$ cat src/lfu_pkg.sv
// ----------------------------------------------------------------------------
// lfu_pkg
// Shared types and codes for the LFU cache table: opcodes, the capacity
// width and reset value, and the command/status bundles between controller and datapath.
// ----------------------------------------------------------------------------
`default_nettype none

package lfu_pkg;

	typedef logic [31:0] word_t;

	localparam logic OP_GET = 1'b0;
	localparam logic OP_PUT = 1'b1;

	localparam int unsigned CAP_W     = 5;
	localparam logic [CAP_W-1:0] CAP_RESET = 5'd16;

	typedef struct packed {
		logic start;
		logic scan;
		logic commit;
	} cmd_t;

	typedef struct packed {
		logic scan_last;
		logic out_free;
	} status_t;

endpackage

`default_nettype wire

$ cat src/lfu_ctrl.sv
// ----------------------------------------------------------------------------
// lfu_ctrl
// Sequencer: accept a request, sweep the entry store, then commit the
// update and load the result register.
// ----------------------------------------------------------------------------
`default_nettype none

module lfu_ctrl (
	input  wire              clk,
	input  wire              arst_n,
	input  wire              in_valid,
	output logic             in_stall,
	input  lfu_pkg::status_t status,
	output lfu_pkg::cmd_t    cmd
);

	typedef enum logic [1:0] {
		ST_IDLE,
		ST_SCAN,
		ST_WB
	} state_t;

	state_t state_q;

	always_comb begin
		cmd        = '0;
		in_stall   = (state_q != ST_IDLE);
		case (state_q)
			ST_IDLE: cmd.start  = in_valid;
			ST_SCAN: cmd.scan   = 1'b1;
			ST_WB:   cmd.commit = status.out_free;
			default: cmd        = '0;
		endcase
	end

	always_ff @(posedge clk or negedge arst_n) begin
		if (!arst_n) begin
			state_q <= ST_IDLE;
		end else begin
			case (state_q)
				ST_IDLE: if (in_valid) state_q <= ST_SCAN;
				ST_SCAN: if (status.scan_last) state_q <= ST_WB;
				ST_WB:   if (status.out_free) state_q <= ST_IDLE;
				default: state_q <= ST_IDLE;
			endcase
		end
	end

endmodule

`default_nettype wire

$ cat src/lfu_dp.sv
// ----------------------------------------------------------------------------
// lfu_dp
// Entry store, scan pipeline (key match, first free slot, LFU/oldest
// victim), write-back and result register.
// ----------------------------------------------------------------------------
`default_nettype none

module lfu_dp #(
	parameter int unsigned ENTRIES = 16
) (
	input  wire                         clk,
	input  wire                         arst_n,
	input  lfu_pkg::cmd_t               cmd,
	output lfu_pkg::status_t            status,
	input  wire                         cfg_we,
	input  wire [lfu_pkg::CAP_W-1:0]    cfg_wdata,
	input  wire                         opcode,
	input  wire [31:0]                  lookup_key,
	input  wire [31:0]                  write_value,
	output logic                        out_valid,
	input  wire                         out_stall,
	output logic                        hit,
	output logic [31:0]                 read_value,
	output logic                        evicted,
	output logic [31:0]                 evicted_key
);

	localparam int unsigned IW   = (ENTRIES > 1) ? $clog2(ENTRIES) : 1;
	localparam int unsigned OW   = $clog2(ENTRIES + 1);
	localparam int unsigned CMPW = (OW > lfu_pkg::CAP_W) ? OW : lfu_pkg::CAP_W;
	localparam logic [IW:0] LAST = (IW+1)'(ENTRIES);

	lfu_pkg::word_t key_mem   [ENTRIES];
	lfu_pkg::word_t val_mem   [ENTRIES];
	lfu_pkg::word_t cnt_mem   [ENTRIES];
	lfu_pkg::word_t stamp_mem [ENTRIES];

	logic [ENTRIES-1:0]        valid_q;
	logic [OW-1:0]             occ_q;
	lfu_pkg::word_t            clock_q;
	logic [lfu_pkg::CAP_W-1:0] cap_q;

	logic            op_q;
	lfu_pkg::word_t  key_q;
	lfu_pkg::word_t  val_q;

	logic [IW:0]     addr_q;

	logic            live_s1;
	logic            vld_s1;
	logic [IW-1:0]   idx_s1;
	lfu_pkg::word_t  key_s1;
	lfu_pkg::word_t  val_s1;
	lfu_pkg::word_t  cnt_s1;
	lfu_pkg::word_t  stamp_s1;

	logic            found_q;
	logic [IW-1:0]   match_idx_q;
	lfu_pkg::word_t  match_val_q;
	lfu_pkg::word_t  match_cnt_q;
	logic            free_found_q;
	logic [IW-1:0]   free_idx_q;
	logic            vic_found_q;
	logic [IW-1:0]   vic_idx_q;
	lfu_pkg::word_t  vic_cnt_q;
	lfu_pkg::word_t  vic_age_q;
	lfu_pkg::word_t  vic_key_q;

	lfu_pkg::word_t  age_s1;
	logic            take_vic;
	logic [CMPW-1:0] cap_ext;
	logic [CMPW-1:0] ent_ext;
	logic [CMPW-1:0] eff_cap;
	logic            room;
	logic            reading;
	logic [IW-1:0]   rd_idx;

	logic            wr_en;
	logic [IW-1:0]   wr_idx;
	logic            wr_key;
	logic            wr_val;
	lfu_pkg::word_t  wr_cnt;

	assign reading = cmd.scan && (addr_q < LAST);
	assign rd_idx  = addr_q[IW-1:0];

	assign status.scan_last = (addr_q == LAST);
	assign status.out_free  = !out_valid || !out_stall;

	assign age_s1   = clock_q - stamp_s1;
	assign take_vic = vld_s1 && (!vic_found_q || (cnt_s1 < vic_cnt_q) ||
		((cnt_s1 == vic_cnt_q) && (age_s1 > vic_age_q)));

	assign cap_ext = CMPW'(cap_q);
	assign ent_ext = CMPW'(ENTRIES);
	always_comb begin
		if (cap_ext == '0) begin
			eff_cap = CMPW'(1);
		end else if (cap_ext > ent_ext) begin
			eff_cap = ent_ext;
		end else begin
			eff_cap = cap_ext;
		end
	end
	assign room = (CMPW'(occ_q) < eff_cap);

	// write-back decision
	always_comb begin
		wr_en  = 1'b0;
		wr_idx = match_idx_q;
		wr_key = 1'b0;
		wr_val = 1'b0;
		wr_cnt = (match_cnt_q == '1) ? match_cnt_q : match_cnt_q + 32'd1;
		if (cmd.commit) begin
			if (found_q) begin
				wr_en  = 1'b1;
				wr_val = (op_q == lfu_pkg::OP_PUT);
			end else if (op_q == lfu_pkg::OP_PUT) begin
				wr_en  = 1'b1;
				wr_key = 1'b1;
				wr_val = 1'b1;
				wr_cnt = 32'd1;
				wr_idx = room ? free_idx_q : vic_idx_q;
			end
		end
	end

	// entry store
	always_ff @(posedge clk) begin
		if (reading) begin
			key_s1   <= key_mem[rd_idx];
			val_s1   <= val_mem[rd_idx];
			cnt_s1   <= cnt_mem[rd_idx];
			stamp_s1 <= stamp_mem[rd_idx];
		end
		if (wr_en) begin
			cnt_mem[wr_idx]   <= wr_cnt;
			stamp_mem[wr_idx] <= clock_q;
			if (wr_key) key_mem[wr_idx] <= key_q;
			if (wr_val) val_mem[wr_idx] <= val_q;
		end
	end

	// request and scan bookkeeping
	always_ff @(posedge clk) begin
		if (cmd.start) begin
			op_q  <= opcode;
			key_q <= lookup_key;
			val_q <= write_value;
		end
		idx_s1 <= rd_idx;
		vld_s1 <= reading && valid_q[rd_idx];
		if (live_s1) begin
			if (vld_s1 && (key_s1 == key_q) && !found_q) begin
				match_idx_q <= idx_s1;
				match_val_q <= val_s1;
				match_cnt_q <= cnt_s1;
			end
			if (!vld_s1 && !free_found_q) free_idx_q <= idx_s1;
			if (take_vic) begin
				vic_idx_q <= idx_s1;
				vic_cnt_q <= cnt_s1;
				vic_age_q <= age_s1;
				vic_key_q <= key_s1;
			end
		end
		if (cmd.commit) begin
			hit         <= found_q;
			read_value  <= (found_q && (op_q == lfu_pkg::OP_GET)) ? match_val_q : '0;
			evicted     <= !found_q && (op_q == lfu_pkg::OP_PUT) && !room;
			evicted_key <= (!found_q && (op_q == lfu_pkg::OP_PUT) && !room) ?
				vic_key_q : '0;
		end
	end

	always_ff @(posedge clk or negedge arst_n) begin
		if (!arst_n) begin
			valid_q      <= '0;
			occ_q        <= '0;
			clock_q      <= '0;
			cap_q        <= lfu_pkg::CAP_RESET;
			addr_q       <= '0;
			live_s1      <= 1'b0;
			found_q      <= 1'b0;
			free_found_q <= 1'b0;
			vic_found_q  <= 1'b0;
			out_valid    <= 1'b0;
		end else begin
			if (cfg_we) cap_q <= cfg_wdata;
			live_s1 <= reading;
			if (cmd.start) begin
				addr_q       <= '0;
				found_q      <= 1'b0;
				free_found_q <= 1'b0;
				vic_found_q  <= 1'b0;
			end else if (reading) begin
				addr_q <= addr_q + 1'b1;
			end
			if (live_s1) begin
				if (vld_s1 && (key_s1 == key_q)) found_q <= 1'b1;
				if (!vld_s1) free_found_q <= 1'b1;
				if (vld_s1) vic_found_q <= 1'b1;
			end
			if (wr_en) begin
				clock_q         <= clock_q + 32'd1;
				valid_q[wr_idx] <= 1'b1;
				if (!found_q && room) occ_q <= occ_q + 1'b1;
			end
			if (cmd.commit) begin
				out_valid <= 1'b1;
			end else if (!out_stall) begin
				out_valid <= 1'b0;
			end
		end
	end

endmodule

`default_nettype wire

$ cat src/lfu_cache_table_top.sv
// Per request: the accept, a sweep of the single read port of the entry store
// one entry a cycle, a pipeline drain and a write-back. The write-back waits
// while an earlier result is still held. A new request is taken while that
// result waits, but not before the last request's write-back.
// Reset: asynchronous, active low; all entries invalid, capacity 16.
// ----------------------------------------------------------------------------
// lfu_cache_table_top
// LFU key-value cache with oldest-use tie-break; controller plus datapath.
// ----------------------------------------------------------------------------
`default_nettype none

module lfu_cache_table_top #(
	parameter int unsigned ENTRIES = 16
) (
	input  wire                      clk,
	input  wire                      arst_n,
	input  wire                      cfg_we,
	input  wire [lfu_pkg::CAP_W-1:0] cfg_wdata,
	input  wire                      in_valid,
	output logic                     in_stall,
	input  wire                      opcode,
	input  wire [31:0]               lookup_key,
	input  wire [31:0]               write_value,
	output logic                     out_valid,
	input  wire                      out_stall,
	output logic                     hit,
	output logic [31:0]              read_value,
	output logic                     evicted,
	output logic [31:0]              evicted_key
);

	lfu_pkg::cmd_t    cmd;
	lfu_pkg::status_t status;

	lfu_ctrl u_ctrl (
		.clk      (clk),
		.arst_n   (arst_n),
		.in_valid (in_valid),
		.in_stall (in_stall),
		.status   (status),
		.cmd      (cmd)
	);

	lfu_dp #(
		.ENTRIES (ENTRIES)
	) u_dp (
		.clk         (clk),
		.arst_n      (arst_n),
		.cmd         (cmd),
		.status      (status),
		.cfg_we      (cfg_we),
		.cfg_wdata   (cfg_wdata),
		.opcode      (opcode),
		.lookup_key  (lookup_key),
		.write_value (write_value),
		.out_valid   (out_valid),
		.out_stall   (out_stall),
		.hit         (hit),
		.read_value  (read_value),
		.evicted     (evicted),
		.evicted_key (evicted_key)
	);

endmodule

`default_nettype wire

$ cat config.mk
export PLATFORM = sky130hd
export DESIGN_NAME = lfu_cache_table_top
export DESIGN_NICKNAME = d
export VERILOG_FILES = /design/src/lfu_pkg.sv /design/src/lfu_ctrl.sv /design/src/lfu_dp.sv /design/src/lfu_cache_table_top.sv
export SDC_FILE = /design/constraint.sdc
export NUM_CORES = 2
export LEC_CHECK = 0
export BUFFER_PORTS_ARGS = -buffer_cell sky130_fd_sc_hd__buf_2
export CAP_MARGIN = 15
export CORE_ASPECT_RATIO = 1.5
export CORE_MARGIN = 4
export CORE_UTILIZATION = 55
export CTS_BUF_LIST = sky130_fd_sc_hd__clkbuf_4 sky130_fd_sc_hd__clkbuf_8
export DETAILED_ROUTE_END_ITERATION = 7
export PLACE_DENSITY = 0.73
export SETUP_SLACK_MARGIN = 0.02
export SLEW_MARGIN = 20
export SYNTH_ARGS = -nofsm -noshare
export SYNTH_HDL_FRONTEND = slang
export SYNTH_SLANG_ARGS = --single-unit
export TNS_END_PERCENT = 30
$ cat constraint.sdc
create_clock -name clk -period 12.4 [get_ports clk]
set_input_delay 1.24 -clock clk [delete_from_list [all_inputs] [get_ports clk]]
set_output_delay 1.24 -clock clk [all_outputs]
set_load 0.01 [all_outputs]
Word-level counts from Yosys, hierarchy flattened
Memories as Yosys holds them, arrays and structs flattened. A register that Yosys moved wholly into a read port is not among the register bits.
Cells that the tools add are included.
{"block": "word_totals", "mem_bits_rw": 2048, "regBits": 378, "mem_count": 4}
{"memory": "u_dp.cnt_mem", "depth": 16, "word_bits": 32, "read_ports": 1, "rd_clocked_by_memory_dff": 1, "write_ports": 1, "line": "lfu_dp.sv:35", "rtl": "lfu_pkg::word_t cnt_mem [ENTRIES];"}
{"memory": "u_dp.key_mem", "depth": 16, "word_bits": 32, "read_ports": 1, "rd_clocked_by_memory_dff": 1, "write_ports": 1, "line": "lfu_dp.sv:33", "rtl": "lfu_pkg::word_t key_mem [ENTRIES];"}
{"memory": "u_dp.stamp_mem", "depth": 16, "word_bits": 32, "read_ports": 1, "rd_clocked_by_memory_dff": 1, "write_ports": 1, "line": "lfu_dp.sv:36", "rtl": "lfu_pkg::word_t stamp_mem [ENTRIES];"}
{"memory": "u_dp.val_mem", "depth": 16, "word_bits": 32, "read_ports": 1, "rd_clocked_by_memory_dff": 1, "write_ports": 1, "line": "lfu_dp.sv:34", "rtl": "lfu_pkg::word_t val_mem [ENTRIES];"}
{"block": "op_classes", "n_reduce_logical": 31, "addsub": 5, "n_bitwise": 2, "n_mux": 49, "n_eq_ne": 10, "order_cmp": 8}
{"op": "32-bit two-way mux", "count": 4}
{"op": "32-bit by 1-bit adder with 32-bit output (second input constant)", "count": 2}
{"op": "32-bit equality test", "count": 2}
{"op": "32-bit equality test (second input constant)", "count": 1}
{"op": "32-bit > comparator", "count": 1}
{"op": "32-bit less-than comparator", "count": 1}
{"op": "32-bit subtractor", "count": 1}
{"op": "1-bit two-way mux", "count": 31}
{"op": "5-bit two-way mux", "count": 4}
{"op": "4-bit two-way mux", "count": 4}
{"op": "16-bit bitwise OR", "count": 1}
{"op": "1-bit logical AND", "count": 12}
{"op": "5-bit by 1-bit adder with 5-bit output (second input constant)", "count": 2}
{"op": "4-bit by 5-bit less-than comparator with 1-bit output (second input constant)", "count": 2}
{"op": "2-bit AND reduction", "count": 4}
{"op": "1-bit zero test", "count": 7}
{"op": "2-bit two-way mux", "count": 3}
{"op": "2-bit one-hot mux with 3 select lines", "count": 1}
{"op": "5-bit equality test (second input constant)", "count": 1}
{"op": "5-bit > comparator (second input constant)", "count": 1}
{"op": "5-bit zero test", "count": 1}
{"op": "5-bit less-than comparator", "count": 1}
{"op": "5-bit less-than comparator (second input constant)", "count": 1}
{"op": "1-bit binary-select mux with 4-bit select", "count": 1}
{"op": "other kinds (11)", "count": 16}

Longest topological paths before layout
{"block": "depth", "word_depth": 13, "depth_mapped": 21, "mapped_depth_nobuf": 21}

Modules after synthesis
A second synthesis with hierarchy kept.
{"block": "unflattened", "hier_cells": 4368, "area_unflattened_um2": 98037.8}
{"module": "lfu_dp", "seq_area_each_um2": 76244.4, "instances": 1, "area_each_um2": 97926.4, "cells_each": 4356}
{"module": "lfu_ctrl", "seq_area_each_um2": 50.0, "instances": 1, "area_each_um2": 111.4, "cells_each": 12}

Worst setup path before layout
Ideal clock, no wire load.
{"block": "synth_timing", "kind": "register -> register", "startpoint": "register u_dp.clock_q[0]", "endpoint": "register u_dp.vic_age_q[0], enable pin", "arrival_time_ps": 11227, "path_stages_with_launch": 22, "path_buffers": 0, "setup_time_ps": 697, "slack_ps": 476, "path_cell_list": "dfrtp_1 > inv_1 > ha_1 > inv_1 > fa_1 > a211oi_1 > o21ai_0 > a211oi_1 > a2bb2oi_1 > nor2_1 > o31a_1 > o21a_1 > or4b_1 > nand3_1 > ha_1 > nand4_1 > nor2_1 > inv_1 > or3_1 > a41oi_1 > a211oi_1 > o21ai_0"}
{"block": "synth_via", "elab_chain_cells": 6}
{"item": "from (decl)", "line": "lfu_dp.sv:40", "rtl": "lfu_pkg::word_t clock_q;"}
{"item": "from (signal assigned)", "line": "lfu_dp.sv:205", "rtl": "clock_q <= clock_q + 32'd1;"}
{"item": "32-bit subtractor", "line": "lfu_dp.sv:90", "rtl": "assign age_s1 = clock_q - stamp_s1;"}
{"item": "named net u_dp.age_s1[28]", "line": "lfu_dp.sv:69", "rtl": "lfu_pkg::word_t age_s1;"}
{"item": "32-bit > comparator", "line": "lfu_dp.sv:92", "rtl": "((cnt_s1 == vic_cnt_q) && (age_s1 > vic_age_q)));"}
{"item": "1-bit logical AND", "line": "lfu_dp.sv:92"}
{"item": "1-bit logical OR", "line": "lfu_dp.sv:91", "rtl": "assign take_vic = vld_s1 && (!vic_found_q || (cnt_s1 < vic_cnt_q) ||"}
{"item": "1-bit logical AND", "line": "lfu_dp.sv:91"}
{"item": "2-bit AND reduction (no line)"}
{"item": "to (signal assigned)", "line": "lfu_dp.sv:163", "rtl": "vic_age_q <= age_s1;"}
{"item": "to (decl)", "line": "lfu_dp.sv:66", "rtl": "lfu_pkg::word_t vic_age_q;"}
The timed path passes the listed nets, and every way through them passes these cells.
A chain may end at the register's enable or synchronous reset.

Final worst setup path
{"block": "layout_timing", "startpoint": "register u_dp.clock_q[0]", "endpoint": "register u_dp.vic_key_q[19], enable pin"}
{"block": "layout_via", "elab_chain_cells": 6}
{"item": "32-bit subtractor", "line": "lfu_dp.sv:90"}
{"item": "named net u_dp.age_s1[28]", "line": "lfu_dp.sv:69"}
{"item": "32-bit > comparator", "line": "lfu_dp.sv:92"}
{"item": "1-bit logical AND", "line": "lfu_dp.sv:92"}
{"item": "1-bit logical OR", "line": "lfu_dp.sv:91"}
{"item": "1-bit logical AND", "line": "lfu_dp.sv:91"}
{"item": "2-bit AND reduction (no line)"}
{"item": "to (signal assigned)", "line": "lfu_dp.sv:164", "rtl": "vic_key_q <= key_s1;"}
{"item": "to (decl)", "line": "lfu_dp.sv:67", "rtl": "lfu_pkg::word_t vic_key_q;"}
The timed path passes the listed nets, and every way through them passes these cells.

==> impl_metrics.csv <==
group,metric,value,unit
status,outcome,"complete, no violations",
power_and_ir_drop,p_leak,0.0367,uW
yosys,yosys.area_share.simple,0.0252,
critical_path,path_delay_family,"compound AO/OA/AOI/OAI gates",
placement,placed_cells,6711,
cells_and_area,most-common-layout-cells,"sky130_fd_sc_hd__edfxtp_1, sky130_fd_sc_hd__mux4_2, sky130_fd_sc_hd__clkbuf_8",
route,drtIter0Drc,5024,
sta,slew_at_the_pin_closest_to_its_max_slew_limit,1.16,ns
placement,gp_congestion,0.838,
placement,detailed_place_hpwl,107000,um
critical_path,cp_slowest_stage_delay,0.73,ns
route,drt-pass1-iter-count,5,
yosys,synth_ff_type,"sky130_fd_sc_hd__edfxtp_1",
sta,period_needed,7.73,ns
clock_tree,cts_hold_repair.buffers,0,
critical_path,reg2regPathDepth,23,
yosys,post_synth_fa_ha_maj_area_fraction,0.0135,
die,width_of_the_die,353,um
yosys,synth_area_in_compound_gates,0.0108,
grt,number_of_global_route_vias_before_repair,48100,
critical_path,critPathArrivalTime,8.26,ns
yosys,combinational_family_with_the_most_area_after_synthesis,"multiplexers",
clock_tree,max-clock-path-buffers,4,
cells_and_area,mostFrequentLayoutCell,"sky130_fd_sc_hd__edfxtp_1",
critical_path,regToRegStartpoint,"u_dp.clock_q[0]",
yosys,syn_nets,4541,
yosys,post_synthesis_cell_count,4361,
clock_tree,clock_insertion_delay_worst_skew,0.93,ns
die,num_rows,189,
critical_path,crit_slowest_cell,"sky130_fd_sc_hd__o21ai_4",
critical_path,r2r_setup_slack,4.67,ns
sta,fin_crit_sh,0.623,
die,floorplan.die.height,525,um
route,detail_route.vias_per_cell,6.22,
power_and_ir_drop,fin_total_pwr,21800,uW
power_and_ir_drop,peakVddDrop,0.000213,V
clock_tree,clk_transition_reported_paths,0.07,ns
cells_and_area,area_occupied_by_registers,76300,sq um
sta,fin_skew,0.0467,ns
hold_path,hold_path_class,"in -> async",
cells_and_area,share_of_layout_cells_above_drive_strength_1,0.307,
yosys,yosys-mux-area-fraction,0.150,
critical_path,cp.buffers_inverters,5,
die,ios,143,
yosys,synth_edf_count,2479,
critical_path,regToRegEndpoint,"u_dp.vic_key_q[19]",
flow_run,max-cap-violations,0,
grt,grt_max_degree,164,
placement,io_buffers,142,
sta,finalHoldViolCount,0,
yosys,syn_area,97900,sq um
cells_and_area,num-nets-final,4968,
critical_path,timing.critical_path.fanout_max,40,
yosys,seq_area_frac_synth,0.779,
sta,fin_tns_setup,0,ns
yosys,synthDominantAreaCellType,"sky130_fd_sc_hd__edfxtp_1",
yosys,netlist.area_leader.share,0.760,
yosys,synth_cell_type_count,63,
sta,timing.slew.headroom,0.224,
clock_tree,cts_tree,"built",
yosys,syn_avg_cell_area,22.5,sq um
sta,unrepaired_setup_endpoints_after_global_routing,"false",
die,floorplan.core_area,177000,sq um
power_and_ir_drop,power_density,199,nW/um^2
grt,overall_fraction_of_global_route_tracks_in_use,0.232,
route,via_count,45800,
route,route.detailed.wl_per_inst,29.1,um
yosys,ys_seq_elements,2554,
sta,drv_slew,0,
cells_and_area,synth_to_layout_area_growth,11.7,%
clock_tree,clock-sinks,2554,
clock_tree,postCtsSetupBuffers,0,
route,drc,0,
critical_path,critPathCaptureType,"flip-flop",
clock_tree,cts.htree.levels,5,
sta,max_freq,129,MHz
critical_path,start_kind,"flip-flop",
clock_tree,tritoncts.num_buffers,365,
die,die_area,185000,sq um
sta,finalSetupViolations,0,
clock_tree,cts_resized,0,
grt,gr-total-overflow,0,
yosys,netlist_top_cells_area,"sky130_fd_sc_hd__edfxtp_1, sky130_fd_sc_hd__mux4_2, sky130_fd_sc_hd__dfrtp_1",
die,start_util,0.554,
yosys,yosysWarnings,0,
route,antenna_violating_nets_post_route,0,
yosys,post_synth_xor_area_fraction,0.0106,
grt,antenna_found_initial,5,
critical_path,critPathRequiredTime,12.94,ns
cells_and_area,fillers,11900,
yosys,synth_async_sr_flop_share,0.0274,
grt,grt_pass1_wl,317000,um
cells_and_area,final_instance_count_without_filler_cells,7367,
critical_path,crit_path_kind,"reg -> reg",
cells_and_area,multi_input_area,20900,sq um
critical_path,crit_path_cell_trace,"inv_1, ha_1, inv_1, fa_1, a211oi_1, o21ai_0, a211oi_1, a2bb2oi_1, nor2_1, o31a_1, o21a_1, or4b_1, nand3_1, ha_1, nand4_1, nor2_1, inv_1, or3_1, a41oi_1, a211oi_1, o21ai_4, buf_4, buf_4",
route,route.final.wire_length,214000,um
clock_tree,clock-root-buffer,"sky130_fd_sc_hd__clkbuf_8",
final cells by class:
cell class	count	share of cell area
clock buffer	503	0.0571
multi-input combinational	1518	0.191
sequential	2554	0.697
inverter	110	0.00380
tap	2292	0.0262
clock inverter	148	0.0103
antenna	3	0.0000686
timing repair buffer	239	0.0141
sequential cells by signal, indices dropped and copies added, names as in the netlist, 5 cells and up:
signal            flops
u_dp.val_mem        512
u_dp.key_s1          32
u_dp.valid_q         16
u_dp.cnt_s1          32
u_dp.match_val_q     32
u_dp.clock_q         32
u_dp.key_mem        512
u_dp.read_value      32
u_dp.match_cnt_q     32
u_dp.cap_ext          5
u_dp.stamp_mem      512
u_dp.val_q           32
u_dp.cnt_mem        512
u_dp.evicted_key     32
u_dp.vic_age_q       32
u_dp.stamp_s1        32
u_dp.key_q           32
u_dp.addr_q           5
u_dp.occ_q            5
u_dp.vic_key_q       32
u_dp.vic_cnt_q       32
u_dp.val_s1          32
synth_stat cells (all sizes together), types with 6 or more instances:
library cell / number
dfrtp: 69
nor4: 10
a21o: 31
or2: 17
mux2: 6
o21a: 7
nand2: 77
ha: 104
or3: 15
nand4: 33
xor2: 72
and3: 17
clkbuf: 118
a211oi: 8
buf: 61
mux2i: 6
o21ai: 47
and4: 6
and2: 71
nor2: 96
edfxtp: 2479
inv: 110
nor3: 42
a21oi: 51
nand3: 37
nand2b: 17
mux4: 645
xnor2: 47
nor2b: 18
through the flow:
stage | utilization | setup WS (ns) | area [sq um] | hold slack [ns]
after floorplan | - | 0.476 | 97900 | 0.345
after global placement | 0.577 | 4.68 | 102000 | 0.401
after detailed placement | 0.577 | 4.65 | 102000 | 0.405
after CTS | 0.618 | 4.66 | 109000 | 0.161
after global routing | 0.619 | 4.17 | 109000 | 0.212
final | 0.619 | 4.67 | 109000 | 0.237
power breakdown:
part           internal, uW  switching (uW)
clock network          3620            3070
registers             10100             489
logic                  2250            2200
worst reg2reg max path: cells and delay by family (launching register included):
kind / cells / cell delay, ns
compound gates: 9 / 3.05
fa+ha+maj: 3 / 0.75
buf+inv: 5 / 1.58
simple gates: 6 / 1.35
flops: 1 / 0.61
routing by layer:
| layer | wire, um | GRT usage |
|---|---|---|
| met1 | 80400 | 0.313 |
| met2 | 112000 | 0.397 |
| met3 | 16200 | 0.0352 |
| met4 | 5970 | 0.0735 |
| met5 | 0 | 0 |
how the worst max path moves through the flow:
stage                               start  depth (start not counted)                 end
final                     u_dp.clock_q[0]                         23  u_dp.vic_key_q[19]
after global routing      u_dp.clock_q[0]                         23  u_dp.vic_key_q[19]
after CTS                 u_dp.clock_q[0]                         23  u_dp.vic_key_q[27]
after detailed placement  u_dp.clock_q[0]                         23   u_dp.vic_key_q[9]
after global placement    u_dp.clock_q[0]                         23  u_dp.vic_key_q[12]
after floorplan           u_dp.clock_q[0]                         21   u_dp.vic_age_q[0]
cell families after synthesis:
kind of cell               Yosys count
adders and majority gates          105
and+or+nand+nor                    466
muxes                              657
AOI/OAI and AO/OA                  171
DFF                               2554
buffers and inverters              289
xor gates and xnor gates           119
Note: power is estimated with default switching activity, not from simulation.
